**src/rtl/hcl_pkg.sv**
```systemverilog
// Shared constants, types and helper functions of the hex colour line parser.
`timescale 1ns / 1ps
package hcl_pkg;

  // Line geometry
  localparam int LINE_LENGTH = 7;
  localparam int CNT_W       = $clog2(LINE_LENGTH);

  // Job queue geometry
  localparam int Q_DEPTH = 2;
  localparam int Q_PTR_W = (Q_DEPTH > 1) ? $clog2(Q_DEPTH) : 1;
  localparam int Q_CNT_W = $clog2(Q_DEPTH + 1);

  // Result step counter: at most four results per request
  localparam int STEP_W = 2;

  // Character codes
  localparam logic [7:0] CH_BS       = 8'h08;
  localparam logic [7:0] CH_DEL      = 8'h7F;
  localparam logic [7:0] CH_CR       = 8'h0D;
  localparam logic [7:0] CH_LF       = 8'h0A;
  localparam logic [7:0] CH_SPACE    = 8'h20;
  localparam logic [7:0] CH_HASH     = 8'h23;
  localparam logic [7:0] CH_ZERO     = 8'h30;
  localparam logic [7:0] CH_NINE     = 8'h39;
  localparam logic [7:0] CH_UPPER_A  = 8'h41;
  localparam logic [7:0] CH_UPPER_F  = 8'h46;
  localparam logic [7:0] CH_LOWER_A  = 8'h61;
  localparam logic [7:0] CH_LOWER_Z  = 8'h7A;
  localparam logic [7:0] CASE_OFFSET = 8'd32;
  localparam logic [7:0] HEX_LETTER_BASE = 8'd10;

  localparam logic [23:0] COLOR_RESET = 24'h020202;

  // Result kinds
  localparam logic KIND_ECHO  = 1'b0;
  localparam logic KIND_COLOR = 1'b1;

  // Work handed from the front end to the back end
  typedef enum logic [1:0] {
    JOB_ECHO     = 2'd0,  // echo one character
    JOB_ERASE    = 2'd1,  // echo BS, space, BS
    JOB_LINE_END = 2'd2,  // echo CR, LF, then colour result
    JOB_ECHO_END = 2'd3   // echo character, CR, LF, then colour result
  } job_op_t;

  typedef struct packed {
    job_op_t     op;
    logic [7:0]  ch;
    logic        color_ok;
    logic [23:0] color;
  } job_t;

  typedef struct packed {
    logic       kind;
    logic [7:0] tx_byte;
    logic       color_valid;
    logic [7:0] red;
    logic [7:0] green;
    logic [7:0] blue;
    logic       last;
  } result_t;

  typedef struct packed {
    logic valid;
    logic full;
  } q_status_t;

  function automatic logic is_hex(input logic [7:0] c);
    return ((c >= CH_ZERO) && (c <= CH_NINE)) ||
           ((c >= CH_UPPER_A) && (c <= CH_UPPER_F));
  endfunction

  function automatic logic [3:0] hex_val(input logic [7:0] c);
    logic [7:0] d;
    if (c <= CH_NINE) begin
      d = c - CH_ZERO;
    end else begin
      d = c - CH_UPPER_A + HEX_LETTER_BASE;
    end
    return d[3:0];
  endfunction

  function automatic result_t echo_result(input logic [7:0] b, input logic lst);
    result_t r;
    r             = '0;
    r.kind        = KIND_ECHO;
    r.tx_byte     = b;
    r.last        = lst;
    return r;
  endfunction

  function automatic result_t color_result(input job_t j);
    result_t r;
    r             = '0;
    r.kind        = KIND_COLOR;
    r.color_valid = j.color_ok;
    r.red         = j.color[23:16];
    r.green       = j.color[15:8];
    r.blue        = j.color[7:0];
    r.last        = 1'b1;
    return r;
  endfunction

  // Result number 'step' of a job
  function automatic result_t job_result(input job_t j, input logic [STEP_W-1:0] step);
    result_t r;
    r = '0;
    case (j.op)
      JOB_ECHO: begin
        r = echo_result(j.ch, 1'b1);
      end
      JOB_ERASE: begin
        case (step)
          2'd0:    r = echo_result(CH_BS, 1'b0);
          2'd1:    r = echo_result(CH_SPACE, 1'b0);
          default: r = echo_result(CH_BS, 1'b1);
        endcase
      end
      JOB_LINE_END: begin
        case (step)
          2'd0:    r = echo_result(CH_CR, 1'b0);
          2'd1:    r = echo_result(CH_LF, 1'b0);
          default: r = color_result(j);
        endcase
      end
      JOB_ECHO_END: begin
        case (step)
          2'd0:    r = echo_result(j.ch, 1'b0);
          2'd1:    r = echo_result(CH_CR, 1'b0);
          2'd2:    r = echo_result(CH_LF, 1'b0);
          default: r = color_result(j);
        endcase
      end
      default: r = echo_result(j.ch, 1'b1);
    endcase
    return r;
  endfunction

endpackage

```
**src/rtl/hcl_ifs.sv**
```systemverilog
// Request and result channel interfaces of the hex colour line parser.
`timescale 1ns / 1ps
interface hcl_in_if;
  logic       valid;
  logic       ready;
  logic [7:0] rx_byte;

  modport source (output valid, output rx_byte, input ready);
  modport sink   (input valid, input rx_byte, output ready);
endinterface

interface hcl_out_if;
  logic       valid;
  logic       ready;
  logic       kind;
  logic [7:0] tx_byte;
  logic       color_valid;
  logic [7:0] red;
  logic [7:0] green;
  logic [7:0] blue;
  logic       last;

  modport source (output valid, output kind, output tx_byte, output color_valid,
                  output red, output green, output blue, output last, input ready);
  modport sink   (input valid, input kind, input tx_byte, input color_valid,
                  input red, input green, input blue, input last, output ready);
endinterface

```
**src/rtl/hex_color_line_parser.sv**
```systemverilog
// A request goes into the job queue, then into the back end's current job register,
// and its first result is registered into the output register. Results leave one per
// cycle unless out_ready stalls; requests give 1, 3 or 4 results, ignored erases none.
// A two-entry job queue lets requests be taken while results still wait to drain.
// Reset (rst_n low, synchronous): empties the line, queue and output register and sets
// the held colour to 0x020202; the line store itself is not cleared.
`timescale 1ns / 1ps
module hex_color_line_parser (
  input  logic clk,
  input  logic rst_n,
  hcl_in_if.sink    in_ch,
  hcl_out_if.source out_ch
);

  hcl_pkg::q_status_t q_status;
  hcl_pkg::job_t      push_job;
  hcl_pkg::job_t      pop_job;
  hcl_pkg::result_t   result;
  logic               push;
  logic               pop;
  logic               in_ready;
  logic               out_valid;

  hcl_front u_front (
    .clk        (clk),
    .rst_n      (rst_n),
    .in_valid   (in_ch.valid),
    .in_ready   (in_ready),
    .in_rx_byte (in_ch.rx_byte),
    .q_status   (q_status),
    .q_push     (push),
    .q_job      (push_job)
  );

  hcl_queue u_queue (
    .clk      (clk),
    .rst_n    (rst_n),
    .push     (push),
    .push_job (push_job),
    .pop      (pop),
    .pop_job  (pop_job),
    .status   (q_status)
  );

  hcl_back u_back (
    .clk        (clk),
    .rst_n      (rst_n),
    .q_status   (q_status),
    .q_job      (pop_job),
    .q_pop      (pop),
    .out_valid  (out_valid),
    .out_ready  (out_ch.ready),
    .out_result (result)
  );

  // Drive the channels
  assign in_ch.ready        = in_ready;
  assign out_ch.valid       = out_valid;
  assign out_ch.kind        = result.kind;
  assign out_ch.tx_byte     = result.tx_byte;
  assign out_ch.color_valid = result.color_valid;
  assign out_ch.red         = result.red;
  assign out_ch.green       = result.green;
  assign out_ch.blue        = result.blue;
  assign out_ch.last        = result.last;

endmodule

```
**src/rtl/hcl_front.sv**
```systemverilog
// Front end: accepts received bytes, edits the line and issues jobs.
`timescale 1ns / 1ps
module hcl_front (
  input  logic                clk,
  input  logic                rst_n,
  input  logic                in_valid,
  output logic                in_ready,
  input  logic [7:0]          in_rx_byte,
  input  hcl_pkg::q_status_t  q_status,
  output logic                q_push,
  output hcl_pkg::job_t       q_job
);

  logic [7:0]                 line_store [hcl_pkg::LINE_LENGTH];
  logic [hcl_pkg::CNT_W-1:0]  count_r, count_nxt;
  logic [23:0]                held_color_r, held_color_nxt;
  logic [7:0]                 ch_up;
  logic                       accept;
  logic                       is_cr;
  logic                       is_erase;
  logic                       store_char;
  logic                       line_full;
  logic                       line_ok;
  logic [23:0]                new_color;

  assign in_ready = !q_status.full;
  assign accept   = in_valid && in_ready;

  // Classify the request
  always_comb begin
    ch_up = in_rx_byte;
    if ((in_rx_byte >= hcl_pkg::CH_LOWER_A) && (in_rx_byte <= hcl_pkg::CH_LOWER_Z)) begin
      ch_up = in_rx_byte - hcl_pkg::CASE_OFFSET;
    end
  end

  assign is_cr      = (in_rx_byte == hcl_pkg::CH_CR);
  assign is_erase   = (in_rx_byte == hcl_pkg::CH_BS) || (in_rx_byte == hcl_pkg::CH_DEL);
  assign store_char = !is_cr && !is_erase;
  assign line_full  = (count_r == hcl_pkg::CNT_W'(hcl_pkg::LINE_LENGTH - 1));

  // Check the line formed by the stored characters and the incoming last one
  always_comb begin
    line_ok   = (line_store[0] == hcl_pkg::CH_HASH) && hcl_pkg::is_hex(ch_up);
    new_color = '0;
    for (int i = 1; i < hcl_pkg::LINE_LENGTH - 1; i++) begin
      line_ok   = line_ok && hcl_pkg::is_hex(line_store[i]);
      new_color = {new_color[19:0], hcl_pkg::hex_val(line_store[i])};
    end
    new_color = {new_color[19:0], hcl_pkg::hex_val(ch_up)};
  end

  // Build the job and the next line state
  always_comb begin
    count_nxt      = count_r;
    held_color_nxt = held_color_r;
    q_push         = 1'b0;
    q_job.op       = hcl_pkg::JOB_ECHO;
    q_job.ch       = ch_up;
    q_job.color_ok = 1'b0;
    q_job.color    = held_color_r;
    if (accept) begin
      if (is_cr) begin
        q_push    = 1'b1;
        q_job.op  = hcl_pkg::JOB_LINE_END;
        count_nxt = '0;
      end else if (is_erase) begin
        if (count_r != '0) begin
          q_push    = 1'b1;
          q_job.op  = hcl_pkg::JOB_ERASE;
          count_nxt = count_r - 1'b1;
        end
      end else if (line_full) begin
        q_push         = 1'b1;
        q_job.op       = hcl_pkg::JOB_ECHO_END;
        q_job.color_ok = line_ok;
        count_nxt      = '0;
        if (line_ok) begin
          held_color_nxt = new_color;
          q_job.color    = new_color;
        end
      end else begin
        q_push    = 1'b1;
        count_nxt = count_r + 1'b1;
      end
    end
  end

  // Store the character at the end of the line
  always_ff @(posedge clk) begin
    if (accept && store_char) begin
      line_store[count_r] <= ch_up;
    end
  end

  // Hold count and colour
  always_ff @(posedge clk) begin
    if (!rst_n) begin
      count_r      <= '0;
      held_color_r <= hcl_pkg::COLOR_RESET;
    end else begin
      count_r      <= count_nxt;
      held_color_r <= held_color_nxt;
    end
  end

endmodule

```
**src/rtl/hcl_queue.sv**
```systemverilog
// Short job queue between the front end and the back end.
`timescale 1ns / 1ps
module hcl_queue (
  input  logic               clk,
  input  logic               rst_n,
  input  logic               push,
  input  hcl_pkg::job_t      push_job,
  input  logic               pop,
  output hcl_pkg::job_t      pop_job,
  output hcl_pkg::q_status_t status
);

  hcl_pkg::job_t                 slots [hcl_pkg::Q_DEPTH];
  logic [hcl_pkg::Q_PTR_W-1:0]   wr_ptr_r, wr_ptr_nxt;
  logic [hcl_pkg::Q_PTR_W-1:0]   rd_ptr_r, rd_ptr_nxt;
  logic [hcl_pkg::Q_CNT_W-1:0]   fill_r, fill_nxt;
  logic                          do_push;
  logic                          do_pop;

  assign status.valid = (fill_r != '0);
  assign status.full  = (fill_r == hcl_pkg::Q_CNT_W'(hcl_pkg::Q_DEPTH));
  assign do_push      = push && !status.full;
  assign do_pop       = pop && status.valid;
  assign pop_job      = slots[rd_ptr_r];

  // Advance pointers with wrap at the queue depth
  always_comb begin
    wr_ptr_nxt = wr_ptr_r;
    rd_ptr_nxt = rd_ptr_r;
    fill_nxt   = fill_r;
    if (do_push) begin
      wr_ptr_nxt = (wr_ptr_r == hcl_pkg::Q_PTR_W'(hcl_pkg::Q_DEPTH - 1)) ? '0 : wr_ptr_r + 1'b1;
    end
    if (do_pop) begin
      rd_ptr_nxt = (rd_ptr_r == hcl_pkg::Q_PTR_W'(hcl_pkg::Q_DEPTH - 1)) ? '0 : rd_ptr_r + 1'b1;
    end
    if (do_push && !do_pop) begin
      fill_nxt = fill_r + 1'b1;
    end else if (do_pop && !do_push) begin
      fill_nxt = fill_r - 1'b1;
    end
  end

  // Write the incoming job
  always_ff @(posedge clk) begin
    if (do_push) begin
      slots[wr_ptr_r] <= push_job;
    end
  end

  always_ff @(posedge clk) begin
    if (!rst_n) begin
      wr_ptr_r <= '0;
      rd_ptr_r <= '0;
      fill_r   <= '0;
    end else begin
      wr_ptr_r <= wr_ptr_nxt;
      rd_ptr_r <= rd_ptr_nxt;
      fill_r   <= fill_nxt;
    end
  end

endmodule

```
**src/rtl/hcl_back.sv**
```systemverilog
// Back end: expands each job into its results, one per cycle unless out_ready stalls, into the output register.
`timescale 1ns / 1ps
module hcl_back (
  input  logic               clk,
  input  logic               rst_n,
  input  hcl_pkg::q_status_t q_status,
  input  hcl_pkg::job_t      q_job,
  output logic               q_pop,
  output logic               out_valid,
  input  logic               out_ready,
  output hcl_pkg::result_t   out_result
);

  hcl_pkg::job_t               cur_r, cur_nxt;
  logic                        cur_valid_r, cur_valid_nxt;
  logic [hcl_pkg::STEP_W-1:0]  step_r, step_nxt;
  logic                        out_valid_r, out_valid_nxt;
  hcl_pkg::result_t            out_r, out_nxt;
  hcl_pkg::result_t            res;
  logic                        slot_free;
  logic                        load;
  logic                        job_done;

  assign res       = hcl_pkg::job_result(cur_r, step_r);
  assign slot_free = !out_valid_r || out_ready;
  assign load      = slot_free && cur_valid_r;
  assign job_done  = load && res.last;
  assign q_pop     = q_status.valid && (!cur_valid_r || job_done);

  // Issue the next result and take the next job
  always_comb begin
    cur_nxt       = cur_r;
    cur_valid_nxt = cur_valid_r;
    step_nxt      = step_r;
    out_valid_nxt = out_valid_r;
    out_nxt       = out_r;
    if (slot_free) begin
      out_valid_nxt = cur_valid_r;
    end
    if (load) begin
      out_nxt  = res;
      step_nxt = step_r + 1'b1;
    end
    if (job_done) begin
      cur_valid_nxt = 1'b0;
      step_nxt      = '0;
    end
    if (q_pop) begin
      cur_nxt       = q_job;
      cur_valid_nxt = 1'b1;
      step_nxt      = '0;
    end
  end

  // Payload registers
  always_ff @(posedge clk) begin
    cur_r <= cur_nxt;
    out_r <= out_nxt;
  end

  // Control registers
  always_ff @(posedge clk) begin
    if (!rst_n) begin
      cur_valid_r <= 1'b0;
      step_r      <= '0;
      out_valid_r <= 1'b0;
    end else begin
      cur_valid_r <= cur_valid_nxt;
      step_r      <= step_nxt;
      out_valid_r <= out_valid_nxt;
    end
  end

  assign out_valid  = out_valid_r;
  assign out_result = out_r;

endmodule

```
**src/flat_wrapper.sv**
```systemverilog
// flat-port wrapper written by rule: the top's interface ports become plain ports
module hex_color_line_parser_flat 
  (clk, rst_n, in_ch_valid, in_ch_rx_byte, in_ch_ready, out_ch_valid, out_ch_kind, out_ch_tx_byte, out_ch_color_valid, out_ch_red, out_ch_green, out_ch_blue, out_ch_last, out_ch_ready);
  hcl_in_if in_ch_i ();
  hcl_out_if out_ch_i ();
  input  logic clk;
  input  logic rst_n;
  input wire logic [$bits(in_ch_i.valid)-1:0] in_ch_valid;
  input wire logic [$bits(in_ch_i.rx_byte)-1:0] in_ch_rx_byte;
  output wire logic [$bits(in_ch_i.ready)-1:0] in_ch_ready;
  output wire logic [$bits(out_ch_i.valid)-1:0] out_ch_valid;
  output wire logic [$bits(out_ch_i.kind)-1:0] out_ch_kind;
  output wire logic [$bits(out_ch_i.tx_byte)-1:0] out_ch_tx_byte;
  output wire logic [$bits(out_ch_i.color_valid)-1:0] out_ch_color_valid;
  output wire logic [$bits(out_ch_i.red)-1:0] out_ch_red;
  output wire logic [$bits(out_ch_i.green)-1:0] out_ch_green;
  output wire logic [$bits(out_ch_i.blue)-1:0] out_ch_blue;
  output wire logic [$bits(out_ch_i.last)-1:0] out_ch_last;
  input wire logic [$bits(out_ch_i.ready)-1:0] out_ch_ready;
  assign in_ch_i.valid = in_ch_valid;
  assign in_ch_i.rx_byte = in_ch_rx_byte;
  assign in_ch_ready = in_ch_i.ready;
  assign out_ch_valid = out_ch_i.valid;
  assign out_ch_kind = out_ch_i.kind;
  assign out_ch_tx_byte = out_ch_i.tx_byte;
  assign out_ch_color_valid = out_ch_i.color_valid;
  assign out_ch_red = out_ch_i.red;
  assign out_ch_green = out_ch_i.green;
  assign out_ch_blue = out_ch_i.blue;
  assign out_ch_last = out_ch_i.last;
  assign out_ch_i.ready = out_ch_ready;
  hex_color_line_parser u_core (.clk(clk), .rst_n(rst_n), .in_ch(in_ch_i), .out_ch(out_ch_i));
endmodule
```
**config.mk**
```make
export PLATFORM = sky130hd
export DESIGN_NAME = hex_color_line_parser_flat
export DESIGN_NICKNAME = d
export VERILOG_FILES = /design/src/rtl/hcl_pkg.sv /design/src/rtl/hcl_ifs.sv /design/src/rtl/hex_color_line_parser.sv /design/src/rtl/hcl_front.sv /design/src/rtl/hcl_queue.sv /design/src/rtl/hcl_back.sv /design/src/flat_wrapper.sv
export SDC_FILE = /design/constraint.sdc
export NUM_CORES = 1
export LEC_CHECK = 0
export ABC_CLOCK_PERIOD_IN_PS = 4800
export BUFFER_PORTS_ARGS = -buffer_cell sky130_fd_sc_hd__buf_2
export CORE_MARGIN = 2
export CORE_UTILIZATION = 66
export CTS_CLUSTER_DIAMETER = 30
export CTS_CLUSTER_SIZE = 25
export DETAILED_ROUTE_END_ITERATION = 7
export GPL_ROUTABILITY_DRIVEN = 0
export GPL_TIMING_DRIVEN = 0
export PLACE_DENSITY = 0.85
export RECOVER_POWER = 25
export SYNTH_ARGS = -nofsm -noshare
export SYNTH_HDL_FRONTEND = slang
export SYNTH_SLANG_ARGS = --single-unit
```
**constraint.sdc**
```tcl
create_clock -name clk -period 4.8 [get_ports clk]
set_input_delay 0.24 -clock clk [delete_from_list [all_inputs] [get_ports clk]]
set_output_delay 0.24 -clock clk [all_outputs]
set_load 0.02 [all_outputs]
```
# Word-level counts from Yosys, hierarchy flattened
# Memories as Yosys holds them, arrays and structs flattened. A register that Yosys moved wholly into a read port is not among the register bits.
# Index checks and enable logic that the tools add are counted.
classes:
  eq_ne: 12
  addsub: 26
  bitwise: 3
  n_mux: 39
  order_cmp: 26
  n_reduce_logical: 54
op_table:
  columns: ["operator", "n"]
  rows:
  - ["35-bit case mux with 4 select lines", 1]
  - ["35-bit case mux with 3 select lines", 1]
  - ["25-bit 2-to-1 mux", 4]
  - ["35-bit case mux with 2 select lines", 1]
  - ["32-bit case mux with 2 select lines", 1]
  - ["8-bit by 7-bit >= comparator with 1-bit output, second input constant", 7]
  - ["8-bit by 7-bit less-or-equal comparator with 1-bit output, second input constant", 7]
  - ["8-bit by 6-bit >= comparator with 1-bit output, second input constant", 6]
  - ["8-bit by 6-bit less-or-equal comparator with 1-bit output, second input constant", 6]
  - ["4-bit by 1-bit subtractor with 4-bit output, second input constant", 12]
  - ["1-bit logical AND", 29]
  - ["4-bit adder, second input constant", 6]
  - ["24-bit 2-to-1 mux", 1]
  - ["4-bit 2-to-1 mux", 6]
  - ["8-bit by 4-bit equality test with 1-bit output, second input constant", 2]
  - ["1-bit 2-to-1 mux", 13]
  - ["2-bit 2-to-1 mux", 6]
  - ["3-bit 2-to-1 mux", 4]
  - ["1-bit logical OR", 9]
  - ["2-bit equality test, second input constant", 4]
  - ["8-bit by 6-bit equality test with 1-bit output, second input constant", 1]
  - ["8-bit by 7-bit equality test with 1-bit output, second input constant", 1]
  - ["8-bit 2-to-1 mux", 1]
  - ["8-bit by 6-bit subtractor with 8-bit output, second input constant", 1]
  - ["other kinds (16)", 30]
word_totals:
  wordCells: 177
  ram_bits: 126
  n_memories: 2
  regBits: 70
  in_bits: 12
mem_list:
  columns: ["memory", "words", "word_bits", "read_ports", "rd_ports_with_merged_regs", "write_ports", "line_no", "text"]
  rows:
  - ["u_core.u_queue.slots", 2, 35, 1, 1, 1, "hcl_queue.sv:13", "hcl_pkg::job_t slots [hcl_pkg::Q_DEPTH];"]
  - ["u_core.u_front.line_store", 7, 8, 6, 0, 1, "hcl_front.sv:14", "logic [7:0] line_store [hcl_pkg::LINE_LENGTH];"]

# Depth between registers and ports, before layout
# Gate-level depths: netlist of run 1.
depth:
  ltp_word: 17
  ltp_mapped: 10
  depth_no_buf: 10

# Cells and area by module
# Synthesis of run 1 repeated with hierarchy kept, for this count alone.
hier_totals:
  cells_unflattened: 697
  area_unflattened_um2: 9670.5
modules_own_cells:
  columns: ["mod", "cells_each", "n_inst", "area_each_um2", "seq_area_each_um2"]
  rows:
  - ["hcl_front", 403, 1, 4134.0, 1981.9]
  - ["hcl_back", 160, 1, 2776.4, 2182.1]
  - ["hcl_queue", 134, 1, 2760.1, 2202.1]

# Least setup slack after synthesis of run 1
# No wires, ideal clock.
synth_path:
  kind: "input to register"
  startpoint: "input in_ch_rx_byte[0]"
  endpoint: "memory u_core.u_queue.slots[0][0] (netlist bit) (enable)"
  setup_ps: 431
  path_slack_ps: 1464
  t_required_ps: 4369
  path_stages: 6
  path_buffers: 0
  t_arrival_ps: 2905
  path_cell_list: "ha_1 > and3_1 > o2bb2ai_1 > and2_0 > a21oi_1 > nor2b_1"
synth_between:
  elab_chain_len: 8
  elab_cells_between_ends: 10
  cone_classes: "eq/ne: 3; mux: 5; reduce/logical: 2"
synth_rtl:
  columns: ["element", "line_no", "text"]
  rows:
  - ["start: declaration", "flat_wrapper.sv:9", "input wire logic [$bits(in_ch_i.rx_byte)-1:0] in_ch_rx_byte;"]
  - ["8-bit by 4-bit equality test with 1-bit output / 8-bit by 7-bit equality test with 1-bit output (equally long branches)", "hcl_front.sv:38", "assign is_erase = (in_rx_byte == hcl_pkg::CH_BS) || (in_rx_byte == hcl_pkg::CH_DEL);"]
  - ["1-bit logical OR", "hcl_front.sv:38", null]
  - ["1-bit 2-to-1 mux", "hcl_front.sv:67", "end else if (is_erase) begin"]
  - ["1-bit 2-to-1 mux (*)", "hcl_front.sv:63", "if (is_cr) begin"]
  - ["1-bit 2-to-1 mux (*)", "hcl_front.sv:62", "if (accept) begin"]
  - ["1-bit logical AND (*)", "hcl_queue.sv:22", "assign do_push = push && !status.full;"]
  - ["net u_core.u_queue.do_push", "hcl_queue.sv:17", "logic do_push;"]
  - ["1-bit 2-to-1 mux (*)", "hcl_queue.sv:46", "if (do_push) begin"]
  - ["1-bit 2-to-1 mux (implied by the code) (*)", "hcl_queue.sv:47", "slots[wr_ptr_r] <= push_job;"]
  - ["end: declaration", "hcl_queue.sv:13", null]
# The timed path passes the listed nets; every way through them passes the cells marked *.

==> flow_summary.ini, run 1 <==
[routing]
ant_nets = 0
via_count = 6191
wirelength_um = 20300
viasPerCell = 6.26
drc = 0
drt_pass1_iterations = 5
first_iter_violations = 683
routedWlPerCell_um = 20.5

[cells_and_area]
antenna_cells = 0
syn_to_final_growth_pct = 17.2
fill_cells = 746
nNetsFinal = 824
final_area_um2 = 11100
area.sequential_um2 = 6350
layout-drive-gt1-share = 0.148
multi_input_area_um2 = 2980
post-route-util = 0.796

[die]
initial_core_util = 0.679
die_y_um = 124
coreArea_um2 = 14000
die_w_um = 124
rows = 43
ios = 49
die_area_um2 = 15400

[logic_synthesis]
synth-edff-count = 188
synth_seq_area_share = 0.668
ys_seq_elements = 223
avgSynthCellArea_um2 = 13.7
synth_cells = 693
netlist-cell-type-count = 57
syn_nets = 736
ys.flop_type = edfxtp_1
synthesis.area_um2 = 9500
ys_warn_count = 0
synth-async-reset-ratio = 0

[setup_path]
rr_startpoint = u_core.u_front.line_store[1][3]$_DFFE_PP_
slowest_delay_ps = 910
crit_path_cell_trace = clkbuf_1 > inv_1 > ha_1 > nor3b_1 > nand2_1 > a31oi_1 > a32oi_1 > clkbuf_1 > nor4_1
cp-start-kind = input port
end_kind = flop
crit_top_cell = clkbuf_1
critPathArrivalTime_ps = 4360
cp_max_fo = 15
r2r_cells = 7
cp.required_ps = 4990
path_class = in2reg
critPathSlowestCell = a31oi_1
rrSetupSlack_ps = 1680
worstSetupStartpoint = in_ch_rx_byte[1]

[global_route]
grt_pass1_vias = 6226
use_met2 = 0.477
antenna_found_initial = 0
grt_use_met3 = 0.0618
grt_usage = 0.273
met1_usage = 0.322
grt_max_degree = 36
top_usage_layer = met2
gr-total-overflow = 0
grt_pass1_wl_um = 31400

[place]
port_buffers = 48
preCtsSetupSlack_ps = 890
hpwl_um = 12600
dpl_cell_area_um2 = 9990

[min_path]
hold_start = out_ch_ready
holdPathStages = 3
hp-class = in2reg

[timing]
skew_ps = 22.0
hold_violations = 0
max_freq_mhz = 240
post-route-period-util = 0.869
period_minus_slack_ps = 4170
rsz0062_at_grt = no
finalSetupTns_ps = 0
maxSlewViolCount = 0
worst_pin_slew_ps = 1300
setup_slack_ps = 627
relSlewSlack = 0.130
finalSetupViolations = 0

[clock_tree]
cts_tree = yes
clock_sinks = 223
cts_setup_buffers = 0
path_clk_slew_ps = 50
cts_root_buf = clkbuf_16
cts_buffer_depth = 3
cts_buffers = 36
clkLatencyLatePin_ps = 510
post_cts_resized = 0
cts_max_level = 2
cts-hold-fix-buffers = 0

[pwr]
vdd_drop_max_v = 0.000368
p_leak_nw = 3.94
p_per_area_nw_per_um2 = 565
p_total_mw = 6.29

[run_status]
outcome = completed

[job]
maxCapViolCount = 0
[critical path: cells and delay by family]
family,cells,cell delay [ps]
compound gates,2,1440
simple gates,3,1210
buf+inv,3,1200
fa+ha+maj,1,270
[cell usage in the layout (no fill, tap or decap), drive strengths merged, types with 3 or more instances in the layout]
cell      instances
a211oi            5
a21o              3
a21oi            36
a311oi            8
a31o              5
a31oi             7
a32oi             3
and2             34
buf               8
clkbuf          111
clkinv           12
clkinvlp          5
dfxtp            35
edfxtp          188
ha               31
inv              25
mux2             43
nand2            45
nand2b           11
nand3            28
nor2             25
nor2b             6
nor3              8
nor3b            10
nor4              6
o211ai            4
o21ai            32
o21bai            7
o22ai             4
or2               3
or3               6
or4b              5
xnor2            14
xor2              7
[worst paths after layout]
| kind | to |
|---|---|
| max | u_core.u_queue.slots[0][24]$_DFFE_PP_ |
| min | u_core.u_back.out_valid$_SDFFE_PN0N_ |
| max reg2reg | u_core.u_queue.slots[0][3]$_DFFE_PP_ |
| min reg2reg | u_core.u_front.held_color_r[6]$_SDFFE_PN0P_ |
[sequential cells by signal, summed over array words and instances (netlist names)]
name,count
u_core.u_queue.slots,70
u_core.u_front.line_store,48
u_core.u_back.cur_r,35
u_core.u_back.out_result,35
u_core.u_front.held_color_r,24
u_core.u_front.count_r,3
u_core.u_back.step_r,2
u_core.u_queue.fill_r,2
u_core.u_back.cur_valid_r,1
u_core.u_back.out_valid,1
u_core.u_queue.rd_ptr_r,1
u_core.u_queue.wr_ptr_r,1
[logic make-up (layout without fill, tap and decap cells)]
group	after synthesis	in the layout	synth area share
adder cells (fa/ha/maj)	31	31	0.0408
flip-flops	223	223	0.668
multiplexers	44	44	0.0520
XOR/XNOR	21	21	0.0194
AND/OR/NAND/NOR	197	197	0.113
AO/OA/AOI/OAI	130	130	0.0872
buffers and inverters	47	163	0.0187
[through the flow]
step / hold slack, ps / cells
finish: 83.0 / 989
CTS: 74.1 / 988
global route: 104 / 989
global placement: 460 / 921
floorplan: 339 / 693
detailed placement: 466 / 922
[layer usage]
layer	routed length, um	vias up
li1	-	2794
met4	765	0
met5	0	-
met2	10200	305
met1	7760	3011
met3	1490	81
[synth_stat cells (18+ instances only)]
master / number / share of area
a21oi_1: 36 / 0.019
and2_1: 33 / 0.022
clkbuf_1: 21 / 0.0083
dfxtp_1: 35 / 0.074
edfxtp_1: 188 / 0.59
ha_1: 31 / 0.041
inv_1: 24 / 0.0095
mux2_2: 43 / 0.051
nand2_1: 45 / 0.018
nand3_1: 28 / 0.015
nor2_1: 24 / 0.0095
o21ai_1: 18 / 0.0095
[power by group]
part	internal, mW	switching, mW
registers	2.60	0.138
clock network	1.58	0.877
logic	0.357	0.738
total	4.53	1.75
[area by class of cell]
cell class	count	share of cell area
Timing Repair Buffer	50	0.0204
Multi-Input combinational cell	423	0.268
Buffer	22	0.00753
Sequential cell	223	0.570
Clock inverter	19	0.0161
Tap cell	180	0.0202
Inverter	25	0.00843
Clock buffer	47	0.0893
No activity file was read; power rests on OpenSTA's default activity.
==> run 2, diff against run 1 <==
--- a/config.mk
+++ b/config.mk
@@ -14,7 +14,7 @@
 export DETAILED_ROUTE_END_ITERATION = 7
 export GPL_ROUTABILITY_DRIVEN = 0
 export GPL_TIMING_DRIVEN = 0
-export PLACE_DENSITY = 0.85
+export PLACE_DENSITY = 0.84
 export RECOVER_POWER = 25
 export SYNTH_ARGS = -nofsm -noshare
 export SYNTH_HDL_FRONTEND = slang
==> flow_summary.ini, run 2 (synthesis results as in run 1) <==
[setup_path]
cp_max_fo = 15
cp_num_buf_inv = 3
crit_path_cell_trace = clkbuf_1 > inv_1 > ha_1 > nor3b_1 > nand2_1 > a31oi_1 > a32oi_1 > clkbuf_1 > nor4_1
critPathSlowestCell = a31oi_1
rrSetupSlack_ps = 1610
end_kind = flop
cp.depth = 9
slowest_delay_ps = 850
timing.rr.end = u_core.u_queue.slots[1][9]$_DFFE_PP_
cp-start-kind = input port
path_class = in2reg
rr_startpoint = u_core.u_front.line_store[4][3]$_DFFE_PP_
worstSetupStartpoint = in_ch_rx_byte[1]
cp.required_ps = 5000
crit_top_cell = clkbuf_1
critPathArrivalTime_ps = 4350
critPathTopFamily = compound AO/OA/AOI/OAI gates
endpoint = u_core.u_queue.slots[0][24]$_DFFE_PP_
r2r_cells = 7

[die]
rows = 43
die_area_um2 = 15400
ios = 49
die_y_um = 124
coreArea_um2 = 14000
die_w_um = 124
initial_core_util = 0.679

[global_route]
gr-total-overflow = 0
grt_pass1_vias = 6024
grt_pass1_wl_um = 31300
grt_usage = 0.274
grt_max_degree = 36
antenna_found_initial = 0

[pwr]
p_leak_nw = 3.95
p_per_area_nw_per_um2 = 567
vdd_drop_max_v = 0.000320
p_total_mw = 6.31

[timing]
worst_pin_slew_ps = 1310
maxSlewViolCount = 0
whs_ps = 80.8
hold_violations = 0
setup_slack_ps = 655
rsz0062_at_grt = no
finalSetupViolations = 0
relSlewSlack = 0.128
finalSetupTns_ps = 0
period_minus_slack_ps = 4150
post-route-period-util = 0.864
skew_ps = 16.8
max_freq_mhz = 241

[job]
maxCapViolCount = 0

[cells_and_area]
fill_cells = 761
antenna_cells = 0
regMostFlops = u_core.u_queue.slots
nNetsFinal = 823
largest_reg_flops = 70
syn_to_final_growth_pct = 17.1
final_cell_mix = edfxtp_1 (188), clkbuf_1 (66), nand2_1 (45)
top_regs = u_core.u_queue.slots (70), u_core.u_front.line_store (48)
layout.cells.non_filler = 987
layout-drive-gt1-share = 0.152
area.sequential_um2 = 6350
multi_input_area_um2 = 2980
final_common_cell = edfxtp_1

[clock_tree]
cts_root_buf = clkbuf_16
post_cts_resized = 0
cts_buffers = 35
clkLatencyLatePin_ps = 510
clock_sinks = 223
path_clk_slew_ps = 60
cts_tree = yes
cts_setup_buffers = 0
cts_buffer_depth = 3
cts-hold-fix-buffers = 0
cts_max_level = 2

[min_path]
hp-class = in2reg

[routing]
routedWlPerCell_um = 20.8
drt_pass1_iterations = 6
first_iter_violations = 677
ant_nets = 0
wirelength_um = 20600
viasPerCell = 6.20
via_count = 6120
drc = 0

[place]
dp.cells = 922
hpwl_um = 12300
preCtsSetupSlack_ps = 691
port_buffers = 48

[run_status]
outcome = completed
[run 2: changes by cell type in the layout (fill, tap and decap cells not counted)]
| cell | delta |
|---|---|
| inv_8 | +1 |
| mux2_2 | +1 |
| clkbuf_1 | -5 |
| buf_16 | +1 |
| clkinvlp_4 | -1 |
| clkbuf_8 | -3 |
| mux2_1 | -1 |
| buf_12 | -1 |
| clkinv_4 | +3 |
| inv_1 | +1 |
| bufinv_16 | +1 |
| inv_6 | +3 |
| clkbuf_16 | -2 |
[run 2: routing by layer]
metal,share of wire,GRT usage,vias to the layer above
met5,0,0,-
met4,0.032,0.121,0
met3,0.083,0.0467,72
met2,0.50,0.476,343
met1,0.38,0.338,2917
li1,-,-,2788
[run 2: worst min-delay path, stage by stage]
cell      delay [ps]
buf_2             80
nand2b_1         140
a21oi_1           70
[run 2: power by group]
| part | switching [mW] | internal [mW] |
|---|---|---|
| sequential | 0.142 | 2.60 |
| clock | 0.920 | 1.53 |
| combinational | 0.751 | 0.368 |
[run 2: worst min-delay path by stage]
stage | from | to | slack [ps] | cells after the start
after global routing | out_ch_ready | u_core.u_back.out_valid$_SDFFE_PN0N_ | 90 | 3
after global placement | u_core.u_front.held_color_r[17]$_SDFFE_PN1P_ | u_core.u_front.held_color_r[17]$_SDFFE_PN1P_ | 460 | 2
final | out_ch_ready | u_core.u_back.out_valid$_SDFFE_PN0N_ | 80 | 3
after CTS | out_ch_ready | u_core.u_back.out_valid$_SDFFE_PN0N_ | 60 | 3
after floorplan | in_ch_rx_byte[0] | u_core.u_front.line_store[0][0]$_DFFE_PP_ | 340 | 0
after detailed placement | u_core.u_back.cur_valid_r$_SDFFE_PN0P_ | u_core.u_back.out_valid$_SDFFE_PN0N_ | 480 | 2
[run 2: metrics by stage]
stage | util | area, um2
CTS | 0.797 | 11100
finish | 0.795 | 11100
global route | 0.795 | 11100
floorplan | - | 9500
global placement | 0.712 | 9960
detailed placement | 0.714 | 9990
[run 2: cell type report]
cell class,instances,area share
Sequential cell,223,0.571
Multi-Input combinational cell,423,0.268
Clock buffer,37,0.0795
Clock inverter,27,0.0242
Timing Repair Buffer,50,0.0210
Tap cell,180,0.0203
Inverter,25,0.00844
Buffer,22,0.00754
==> run 3, diff against run 2 <==
--- a/config.mk
+++ b/config.mk
@@ -15,7 +15,6 @@
 export GPL_ROUTABILITY_DRIVEN = 0
 export GPL_TIMING_DRIVEN = 0
 export PLACE_DENSITY = 0.84
-export RECOVER_POWER = 25
 export SYNTH_ARGS = -nofsm -noshare
 export SYNTH_HDL_FRONTEND = slang
 export SYNTH_SLANG_ARGS = --single-unit
==> flow_summary.ini, run 3 (synthesis results as in run 1) <==
[die]
die_w_um = 124
initial_core_util = 0.679
coreArea_um2 = 14000
die_y_um = 124
die_area_um2 = 15400
ios = 49
rows = 43

[clock_tree]
cts_tree = yes
cts_buffers = 35
post_cts_resized = 0
cts-hold-fix-buffers = 0
cts_buffer_depth = 3
clkLatencyLatePin_ps = 510
path_clk_slew_ps = 60
cts_setup_buffers = 0
cts_max_level = 2
clock_sinks = 223
cts_root_buf = clkbuf_16

[cells_and_area]
post-route-util = 0.798
antenna_cells = 0
syn_to_final_growth_pct = 17.6
final_cell_mix = edfxtp_1 (188), buf_2 (49), nand2_1 (45)
layout.cells.non_filler = 987
nNetsFinal = 823
final_common_cell = edfxtp_1
regMostFlops = u_core.u_queue.slots
layout-drive-gt1-share = 0.209
largest_reg_flops = 70
top_regs = u_core.u_queue.slots (70), u_core.u_front.line_store (48)

[routing]
drc = 0
ant_nets = 0
wirelength_um = 20600
via_count = 6155
first_iter_violations = 700
routedWlPerCell_um = 20.9
drt_pass1_iterations = 6
viasPerCell = 6.24

[setup_path]
path_class = in2reg
critPathArrivalTime_ps = 4010
cp.required_ps = 5000
end_kind = flop
cp_max_fo = 15
cp-start-kind = input port

[timing]
post-route-period-util = 0.794
relSlewSlack = 0.131
skew_ps = 17.3
maxSlewViolCount = 0
period_minus_slack_ps = 3810
finalSetupTns_ps = 0
rsz0062_at_grt = no
worst_pin_slew_ps = 1300
max_freq_mhz = 262
whs_ps = 80.5
hold_violations = 0
setup_slack_ps = 990
finalSetupViolations = 0

[place]
dp.cells = 922
preCtsSetupSlack_ps = 691
port_buffers = 48
hpwl_um = 12300

[global_route]
antenna_found_initial = 0
grt_max_degree = 36
grt_pass1_wl_um = 31300
grt_usage = 0.274
gr-total-overflow = 0
grt_pass1_vias = 6024

[pwr]
vdd_drop_max_v = 0.000322
p_leak_nw = 4.07
p_per_area_nw_per_um2 = 567

[run_status]
outcome = completed

[min_path]
hp-class = in2reg

[job]
maxCapViolCount = 0
-- run 3: where the power goes --
part	leakage [nW]	switching [mW]	internal (mW)
logic	1.48	0.752	0.400
clock network	0.557	0.922	1.53
registers	2.03	0.139	2.60
-- run 3: final timing paths --
check	start	endpoint	slack (ps)	depth (start not counted)
min reg2reg	u_core.u_back.cur_valid_r$_SDFFE_PN0P_	u_core.u_back.out_valid$_SDFFE_PN0N_	490	2
max	in_ch_rx_byte[1]	u_core.u_queue.slots[0][24]$_DFFE_PP_	990	9
max reg2reg	u_core.u_front.line_store[1][3]$_DFFE_PP_	u_core.u_queue.slots[1][9]$_DFFE_PP_	1610	7
min	out_ch_ready	u_core.u_back.out_valid$_SDFFE_PN0N_	80	3
-- run 3: final cells by class --
type	instances	area (um2)
clock buffers	37	883
fillers	740	2820
well taps	180	225
clock inverters	27	269
multi-input cells	423	2980
repair buffers	50	288
plain buffers	22	83.8
inverters	25	93.8
flip-flops and latches	223	6350
-- run 3: per-layer routing --
metal  track usage  up-vias  share of wire
met5             0        -              0
met4         0.121        0          0.032
met3        0.0467       82          0.080
met2         0.476      361           0.50
met1         0.338     2926           0.38
li1              -     2786              -
-- run 3: stage by stage --
stage | power (mW) | instance area (um2)
detailed placement | 3.81 | 9990
finish | 6.34 | 11200
global placement | 3.72 | 9960
CTS | 6.29 | 11100
floorplan | 3.48 | 9500
global route | 6.57 | 11200
-- run 3: worst max-delay path, cell delays in order --
cell	delay (ps)
buf_2	310
inv_1	140
ha_1	240
nor3b_1	350
nand2_1	210
a31oi_1	900
a32oi_1	530
clkbuf_1	380
nor4_1	710
